[src/rtl/core/rbnh_pkg.sv]
// ----------------------------------------------------------------------------
// rbnh_pkg
// Types and constants shared by the ray and box query engine.
// ----------------------------------------------------------------------------
package rbnh_pkg;

    localparam logic [1:0] FUNC_LOAD  = 2'd0;
    localparam logic [1:0] FUNC_RAY   = 2'd1;
    localparam logic [1:0] FUNC_CLEAR = 2'd2;

    // Divider numerator width, quotient magnitude width and ray parameter width.
    localparam int DNW = 51;
    localparam int DQW = 50;
    localparam int TW  = 52;

    localparam logic signed [TW-1:0] T_NEG_INF = 52'shC000000000000;
    localparam logic signed [TW-1:0] T_POS_INF = 52'sh4000000000000;

    typedef enum logic [1:0] {
        K_NOP   = 2'd0,
        K_LOAD  = 2'd1,
        K_RAY   = 2'd2,
        K_CLEAR = 2'd3
    } kind_t;

    typedef struct packed {
        kind_t              kind;
        logic [5:0]         entry;
        logic signed [31:0] ax;
        logic signed [31:0] ay;
        logic signed [31:0] az;
        logic signed [31:0] bx;
        logic signed [31:0] by;
        logic signed [31:0] bz;
        logic [30:0]        limit;
        logic               ground;
        logic               enemy;
    } item_t;

endpackage

[src/rtl/core/rbnh_front.sv]
// ----------------------------------------------------------------------------
// rbnh_front
// Accepts input beats, classifies them and holds them in a two-entry queue.
// ----------------------------------------------------------------------------
module rbnh_front #(
    parameter int MAX_BOXES = 64
) (
    input  logic                 aclk,
    input  logic                 aresetn,
    input  logic                 s_valid,
    output logic                 s_ready,
    input  logic [1:0]           s_func,
    input  logic [5:0]           s_entry_index,
    input  logic signed [31:0]   s_ax,
    input  logic signed [31:0]   s_ay,
    input  logic signed [31:0]   s_az,
    input  logic signed [31:0]   s_bx,
    input  logic signed [31:0]   s_by,
    input  logic signed [31:0]   s_bz,
    input  logic [30:0]          s_limit,
    input  logic                 s_ground_flag,
    input  logic                 s_enemy_flag,
    output logic                 q_valid,
    input  logic                 q_ready,
    output rbnh_pkg::item_t      q_item
);
    import rbnh_pkg::*;

    item_t      slot_reg [2];
    logic       wptr_reg;
    logic       rptr_reg;
    logic [1:0] count_reg;
    item_t      in_item;
    logic       push;
    logic       pop;

    always_comb begin
        in_item.entry  = s_entry_index;
        in_item.ax     = s_ax;
        in_item.ay     = s_ay;
        in_item.az     = s_az;
        in_item.bx     = s_bx;
        in_item.by     = s_by;
        in_item.bz     = s_bz;
        in_item.limit  = s_limit;
        in_item.ground = s_ground_flag;
        in_item.enemy  = s_enemy_flag;
        priority if (s_func == FUNC_LOAD) begin
            in_item.kind = (int'({26'd0, s_entry_index}) < MAX_BOXES) ? K_LOAD : K_NOP;
        end else if (s_func == FUNC_RAY) begin
            in_item.kind = K_RAY;
        end else if (s_func == FUNC_CLEAR) begin
            in_item.kind = K_CLEAR;
        end else begin
            in_item.kind = K_NOP;
        end
    end

    assign s_ready = (count_reg != 2'd2);
    assign q_valid = (count_reg != 2'd0);
    assign q_item  = slot_reg[rptr_reg];
    assign push    = s_valid && s_ready;
    assign pop     = q_valid && q_ready;

    always_ff @(posedge aclk) begin
        if (push) begin
            slot_reg[wptr_reg] <= in_item;
        end
    end

    always_ff @(posedge aclk) begin
        if (!aresetn) begin
            wptr_reg  <= 1'b0;
            rptr_reg  <= 1'b0;
            count_reg <= 2'd0;
        end else begin
            if (push) begin
                wptr_reg <= ~wptr_reg;
            end
            if (pop) begin
                rptr_reg <= ~rptr_reg;
            end
            if (push && !pop) begin
                count_reg <= count_reg + 2'd1;
            end else if (pop && !push) begin
                count_reg <= count_reg - 2'd1;
            end
        end
    end

endmodule

[config.mk]
export PLATFORM = sky130hd
export DESIGN_NAME = rbnh_front
export DESIGN_NICKNAME = d
export VERILOG_FILES = /design/src/rtl/core/rbnh_pkg.sv /design/src/rtl/core/rbnh_front.sv
export SDC_FILE = /design/constraint.sdc
export NUM_CORES = 1
export LEC_CHECK = 0
export BUFFER_PORTS_ARGS = -buffer_cell sky130_fd_sc_hd__buf_2
export CORE_MARGIN = 10
export CORE_UTILIZATION = 52
export CTS_CLUSTER_DIAMETER = 120
export DETAILED_ROUTE_END_ITERATION = 8
export PLACE_DENSITY = 0.79
export SYNTH_ARGS = -nofsm -noshare
export SYNTH_HDL_FRONTEND = slang
export SYNTH_SLANG_ARGS = --single-unit
[constraint.sdc]
create_clock -name aclk -period 7.6 [get_ports aclk]
set_clock_uncertainty 0.2 [all_clocks]
set_input_delay 0.76 -clock aclk [delete_from_list [all_inputs] [get_ports aclk]]
set_output_delay 0.76 -clock aclk [all_outputs]
set_load 0.05 [all_outputs]
==> results of run 1 <==
[cell families (layout without fill, tap and decap cells)]
kind of cell | after synthesis | after routing
AOI/OAI and AO/OA | 5 | 5
buffers and inverters | 29 | 562
and+or+nand+nor | 10 | 10
adders and majority gates | 3 | 3
muxes | 233 | 233
xor gates and xnor gates | 3 | 3
other | 0 | 12
DFF | 471 | 471
[stage by stage]
step | instance area [um2] | setup WS, ns | util [%] | total power [uW]
5_1_grt | 22000 | 3.41 | 65.4 | 8910
4_1_cts | 22000 | 3.53 | 65.4 | 8690
6_report | 22000 | 3.55 | 65.5 | 8610
2_1_floorplan | 17800 | 0.653 | - | 5980
3_3_place_gp | 20500 | 4.17 | 61.1 | 6500
3_5_place_dp | 20500 | 4.12 | 61.1 | 6540
[worst max-delay path by stage]
stage	to
final	q_item[47]
after global routing	q_item[224]
after CTS	q_item[222]
after detailed placement	q_item[47]
after global placement	q_item[224]
after floorplan	slot_reg[1][0]
[area by class of cell]
cell class	count	share of cell area [%]
clock inverter	25	0.779
sequential	471	64.1
clock buffer	58	5.73
timing repair buffer	476	11.1
inverter	3	0.0853
antenna	12	0.136
multi-input combinational	254	15.6
tap	448	2.55
[worst max-delay path: stages, from the launching register on]
cell,delay [ns]
dfxtp_4,0.83
buf_4,0.96
mux2_2,0.42
buf_2,0.22
[layout by cell type, fill, tap and decap left out, drive strengths merged]
| cell | count |
|---|---|
| buf | 476 |
| diode | 12 |
| a21boi | 2 |
| xnor2 | 2 |
| a21bo | 1 |
| inv | 6 |
| o21ai | 2 |
| or3 | 1 |
| nand2b | 1 |
| bufinv | 2 |
| and2 | 4 |
| xor2 | 1 |
| dfxtp | 5 |
| mux2 | 233 |
| edfxtp | 466 |
| or2 | 2 |
| nand3b | 1 |
| clkbuf | 58 |
| ha | 3 |
| and3 | 1 |
| clkinv | 20 |
[per-layer routing]
layer / GRT usage, % / up-vias / share of wire, %
met3: 6.76 / 87 / 9.7
li1: - / 4018 / -
met2: 32.1 / 374 / 52
met5: 0 / - / 0.096
met4: 7.06 / 6 / 3.1
met1: 19.9 / 4443 / 35
[power breakdown]
| group | total (uW) | switching, uW | internal (uW) |
|---|---|---|---|
| clock | 2140 | 902 | 1240 |
| sequential | 3380 | 131 | 3250 |
| combinational | 3080 | 2140 | 940 |
| total | 8610 | 3180 | 5430 |
==> impl_metrics.env, run 1 <==
export IMPL_fillers=2224
export IMPL_rows=67
export IMPL_yosys_warnings=0
export IMPL_syn_area_mm2=0.0178
export IMPL_viasPerCell=5.11
export IMPL_hp_class="primary input to flip-flop"
export IMPL_timing_rr_start="count_reg[0]"
export IMPL_syn_avg_cell_area_um2=23.6
export IMPL_synth_most_common_cell="edfxtp_1"
export IMPL_drt_first_pass_iters=4
export IMPL_syn2layout_area_growth_pct=23.7
export IMPL_status="finished clean"
export IMPL_largest_reg_flops=466
export IMPL_yosys_area_top_type="edfxtp_1"
export IMPL_min_from="s_limit[22]"
export IMPL_root_buffer="clkbuf_16"
export IMPL_crit_fanout=62
export IMPL_synth_area_leaders="edfxtp_1, mux2_4, mux2_2, buf_6, dfxtp_1"
export IMPL_hold_viol=0
export IMPL_synth_fa_ha_area_share_pct=0.211
export IMPL_cts_sink_count=471
export IMPL_synth_seq_cells=471
export IMPL_syn_inst=754
export IMPL_drive_gt1_share_pct=60.5
export IMPL_setup_viol=0
export IMPL_rrSetupSlack_ns=4.82
export IMPL_cp_end_kind="primary output"
export IMPL_synth_top_area_share_pct=78.6
export IMPL_min_period_ns=4.05
export IMPL_synth_compound_area_share_pct=0.197
export IMPL_die_y_um=205
export IMPL_dieWidth_um=205
export IMPL_synth_ff_type="edfxtp_1"
export IMPL_first_global_vias=9673
export IMPL_yosysSeqAreaShare_pct=79.2
export IMPL_htreeDepth=2
export IMPL_register_area_mm2=0.0141
export IMPL_drv_cap=0
export IMPL_max_vdd_ir_drop_mv=0.347
export IMPL_route_detailed_drc=0
export IMPL_routedWlPerCell_um=23.2
export IMPL_wl_um=40500
export IMPL_whs_ns=0.194
export IMPL_core_mm2=0.0336
export IMPL_port_buffers=471
export IMPL_rsz0062_at_grt="false"
export IMPL_clockBufferDepth=3
export IMPL_grt_pass1_wl_um=58300
export IMPL_r2r_cells=4
export IMPL_p_leak_uw=0.00852
export IMPL_reg2reg_to="slot_reg[0][161]"
export IMPL_yosys_top_cells_count="edfxtp_1, mux2_4, mux2_2"
export IMPL_numCtsBuffers=47
export IMPL_worstMarginPinSlew_ns=1.12
export IMPL_pwr_density_cell_mw_per_mm2=391
export IMPL_placed_cells=1652
export IMPL_multi_input_area_mm2=0.00344
export IMPL_synth_edff_count=466
export IMPL_num_vias=8928
export IMPL_worstPathArrival_ns=3.09
export IMPL_slew_headroom_pct=25.6
export IMPL_fmax_mhz=247
export IMPL_cts_setup_buffers=0
export IMPL_dpl_hpwl_um=28700
export IMPL_synth_xor_area_share_pct=0.148
export IMPL_setup_tns_ns=0
export IMPL_hold_buffers=0
export IMPL_final_nets=1493
export IMPL_synth_cell_types=21
export IMPL_maxSlewViolCount=0
export IMPL_clock_latency_ns=0.55
export IMPL_fin_crit_sh_pct=53.3
export IMPL_worst_ep_required_time_ns=6.64
export IMPL_synth_nets=994
export IMPL_worstSetupPathType="flip-flop to primary output"
export IMPL_antenna_found_initial=12
export IMPL_cts_tree="done"
export IMPL_grt_total_usage_pct=18.3
export IMPL_muxShareOfSynthArea_pct=18.3
export IMPL_drt_iter0_markers=463
export IMPL_finalWeightedCongestion=0.809
export IMPL_whs_path_depth=1
export IMPL_clk_transition_reported_paths_ns=0.06
export IMPL_floorplan_initialDensity_pct=52.9
export IMPL_synth_async_sr_flop_share_pct=0
export IMPL_die_area_mm2=0.0420
export IMPL_final_instance_count_excl_fill=1747
export IMPL_synth_simple_area_share_pct=0.401
export IMPL_post_cts_resize_count=0
export IMPL_grt_max_degree=123
export IMPL_ant_nets=0
export IMPL_holdPathEnd="slot_reg[1][24]"
export IMPL_grt_overflow_total=0
export IMPL_io_pins=472
export IMPL_crit_path_start_kind="flip-flop"
export IMPL_synth_top_family_by_area="multiplexers"
No activity file was read; power rests on OpenSTA's default activity.
==> run 2, diff against run 1 <==
==> constraint.sdc (replaced) <==
create_clock -name aclk -period 3.9 [get_ports aclk]
set_clock_uncertainty 0.2 [all_clocks]
set_input_delay 0.39 -clock aclk [delete_from_list [all_inputs] [get_ports aclk]]
set_output_delay 0.39 -clock aclk [all_outputs]
set_load 0.05 [all_outputs]
==> run 2 against run 1 <==
  * Via count is 16% higher
  * Global-route usage is 4.7 points higher
  * Cell area is 11% higher
  * Clock-buffer cell count is 1 higher
  * Worst hold slack worse by 0.13 ns
  * Register-to-register slack worse by 3.4 ns
  * Critical path depth stayed put
  * Combinational power is 110% higher
==> impl_metrics.env, run 2 (synthesized netlist as in run 1, its figures left out) <==
export IMPL_status="finished clean"
export IMPL_reg2reg_to="slot_reg[0][67]"
export IMPL_port_buffers=471
export IMPL_num_vias=10300
export IMPL_crit_fanout=41
export IMPL_dieWidth_um=205
export IMPL_fin_crit_sh_pct=76.7
export IMPL_min_from="s_func[1]"
export IMPL_maxSlewViolCount=0
export IMPL_final_common_cell="buf_2"
export IMPL_place_area_mm2=0.0207
export IMPL_min_period_ns=2.99
export IMPL_worstMarginPinSlew_ns=0.900
export IMPL_floorplan_initialDensity_pct=52.9
export IMPL_final_area_mm2=0.0245
export IMPL_pwr_density_cell_mw_per_mm2=709
export IMPL_fmax_mhz=334
export IMPL_io_pins=472
export IMPL_cp_end_kind="primary output"
export IMPL_first_global_vias=11400
export IMPL_crit_path_start_kind="flip-flop"
export IMPL_p_total_uw=17400
export IMPL_grt_overflow_total=0
export IMPL_cts_setup_buffers=0
export IMPL_root_buffer="clkbuf_16"
export IMPL_placed_cells=1667
export IMPL_final_instance_count_excl_fill=1987
export IMPL_die_area_mm2=0.0420
export IMPL_cts_sink_count=471
export IMPL_antenna_found_initial=6
export IMPL_grt_total_usage_pct=23.1
export IMPL_core_mm2=0.0336
export IMPL_die_y_um=205
export IMPL_drt_first_pass_iters=5
export IMPL_r2r_cells=4
export IMPL_holdPathEnd="slot_reg[1][232]"
export IMPL_setup_tns_ns=0
export IMPL_grt_pass1_wl_um=72300
export IMPL_clockBufferDepth=3
export IMPL_clock_latency_ns=0.54
export IMPL_syn2layout_area_growth_pct=37.8
export IMPL_final_nets=1740
export IMPL_timing_rr_start="count_reg[1]"
export IMPL_max_vdd_ir_drop_mv=0.672
export IMPL_crit_slowest_cell="dfxtp_4"
export IMPL_finish_utilization_pct=72.9
export IMPL_htreeDepth=2
export IMPL_rows=67
export IMPL_numCtsBuffers=46
export IMPL_grt_max_degree=88
export IMPL_route_detailed_drc=0
export IMPL_worstSetupPathType="flip-flop to primary output"
export IMPL_ant_nets=0
export IMPL_rrSetupSlack_ns=1.39
export IMPL_largest_reg_flops=466
export IMPL_routedWlPerCell_um=25.2
export IMPL_viasPerCell=5.21
export IMPL_setup_viol=0
export IMPL_drv_cap=0
export IMPL_cts_tree="done"
export IMPL_layout_common_cells="buf_2, edfxtp_1, dlygate4sd3_1, mux2_4, mux2_2"
export IMPL_hp_class="primary input to flip-flop"
export IMPL_drive_gt1_share_pct=51.5
export IMPL_hold_buffers=233
export IMPL_slowest_delay_ns=0.80
export IMPL_wl_um=50000
export IMPL_p_leak_uw=0.00958
export IMPL_hold_viol=0
export IMPL_worst_path_buf_inv=2
export IMPL_whs_path_depth=3
export IMPL_crit_family="flip-flops"
export IMPL_drt_iter0_markers=712
export IMPL_worst_ep_required_time_ns=3.31
export IMPL_finalWeightedCongestion=0.754
export IMPL_slew_headroom_pct=39.9
export IMPL_worstPathArrival_ns=2.40
export IMPL_post_cts_resize_count=0
export IMPL_clk_transition_reported_paths_ns=0.06
export IMPL_dpl_hpwl_um=29900
export IMPL_path_cells="buf_12 -> mux2_2 -> buf_2"
export IMPL_rsz0062_at_grt="false"
==> run 2: changes by cell type in the layout (fill, tap and decap cells not counted), moves of 3 or more <==
cell and delta:
clkbuf_1 +3, dlygate4sd3_1 +233, diode_2 -7, buf_4 +8, buf_12 +7, clkinv_2 -3
==> run 2: worst max path at each step <==
stage                                   to  cells after the start
final                          q_item[226]                      3
after CTS                      q_item[226]                      3
after global placement     slot_reg[0][69]                      4
after global routing             q_item[0]                      3
after detailed placement  slot_reg[0][221]                      4
after floorplan             slot_reg[0][0]                      3
==> run 2: layout make-up <==
type,count,area [um2]
clock buffer,59,1220
tap,448,561
inverter,3,15.0
fill,1858,9100
multi-input combinational,254,3440
sequential,471,14100
antenna,5,12.5
timing repair buffer,724,4960
clock inverter,23,206
==> run 2: worst min-delay path, cell delays in order <==
cell and delay, ns:
buf_2 0.11, inv_1 0.06, ha_1 0.13
==> run 2: stage by stage <==
step | setup slack [ns] | hold WS, ns
after global placement | 1.41 | 0.327
after CTS | 0.909 | 0.0172
after detailed placement | 1.41 | 0.359
final | 0.908 | 0.0645
after global routing | 0.830 | 0.0697
after floorplan | -0.903 | 0.289
==> run 2: report_power, final <==
group	internal, uW	switching (uW)	leakage, uW
clock	2470	1820	0.000693
combinational	2050	4440	0.00449
sequential	6330	264	0.00439
total	10800	6520	0.00958
==> run 2: per-layer routing <==
metal / share of wire, % / vias to the layer above / GRT usage, %
li1: - / 4504 / -
met3: 9.7 / 100 / 7.31
met5: 0.026 / - / 0
met1: 34 / 5139 / 25.3
met2: 52 / 598 / 41.0
met4: 3.5 / 2 / 8.74
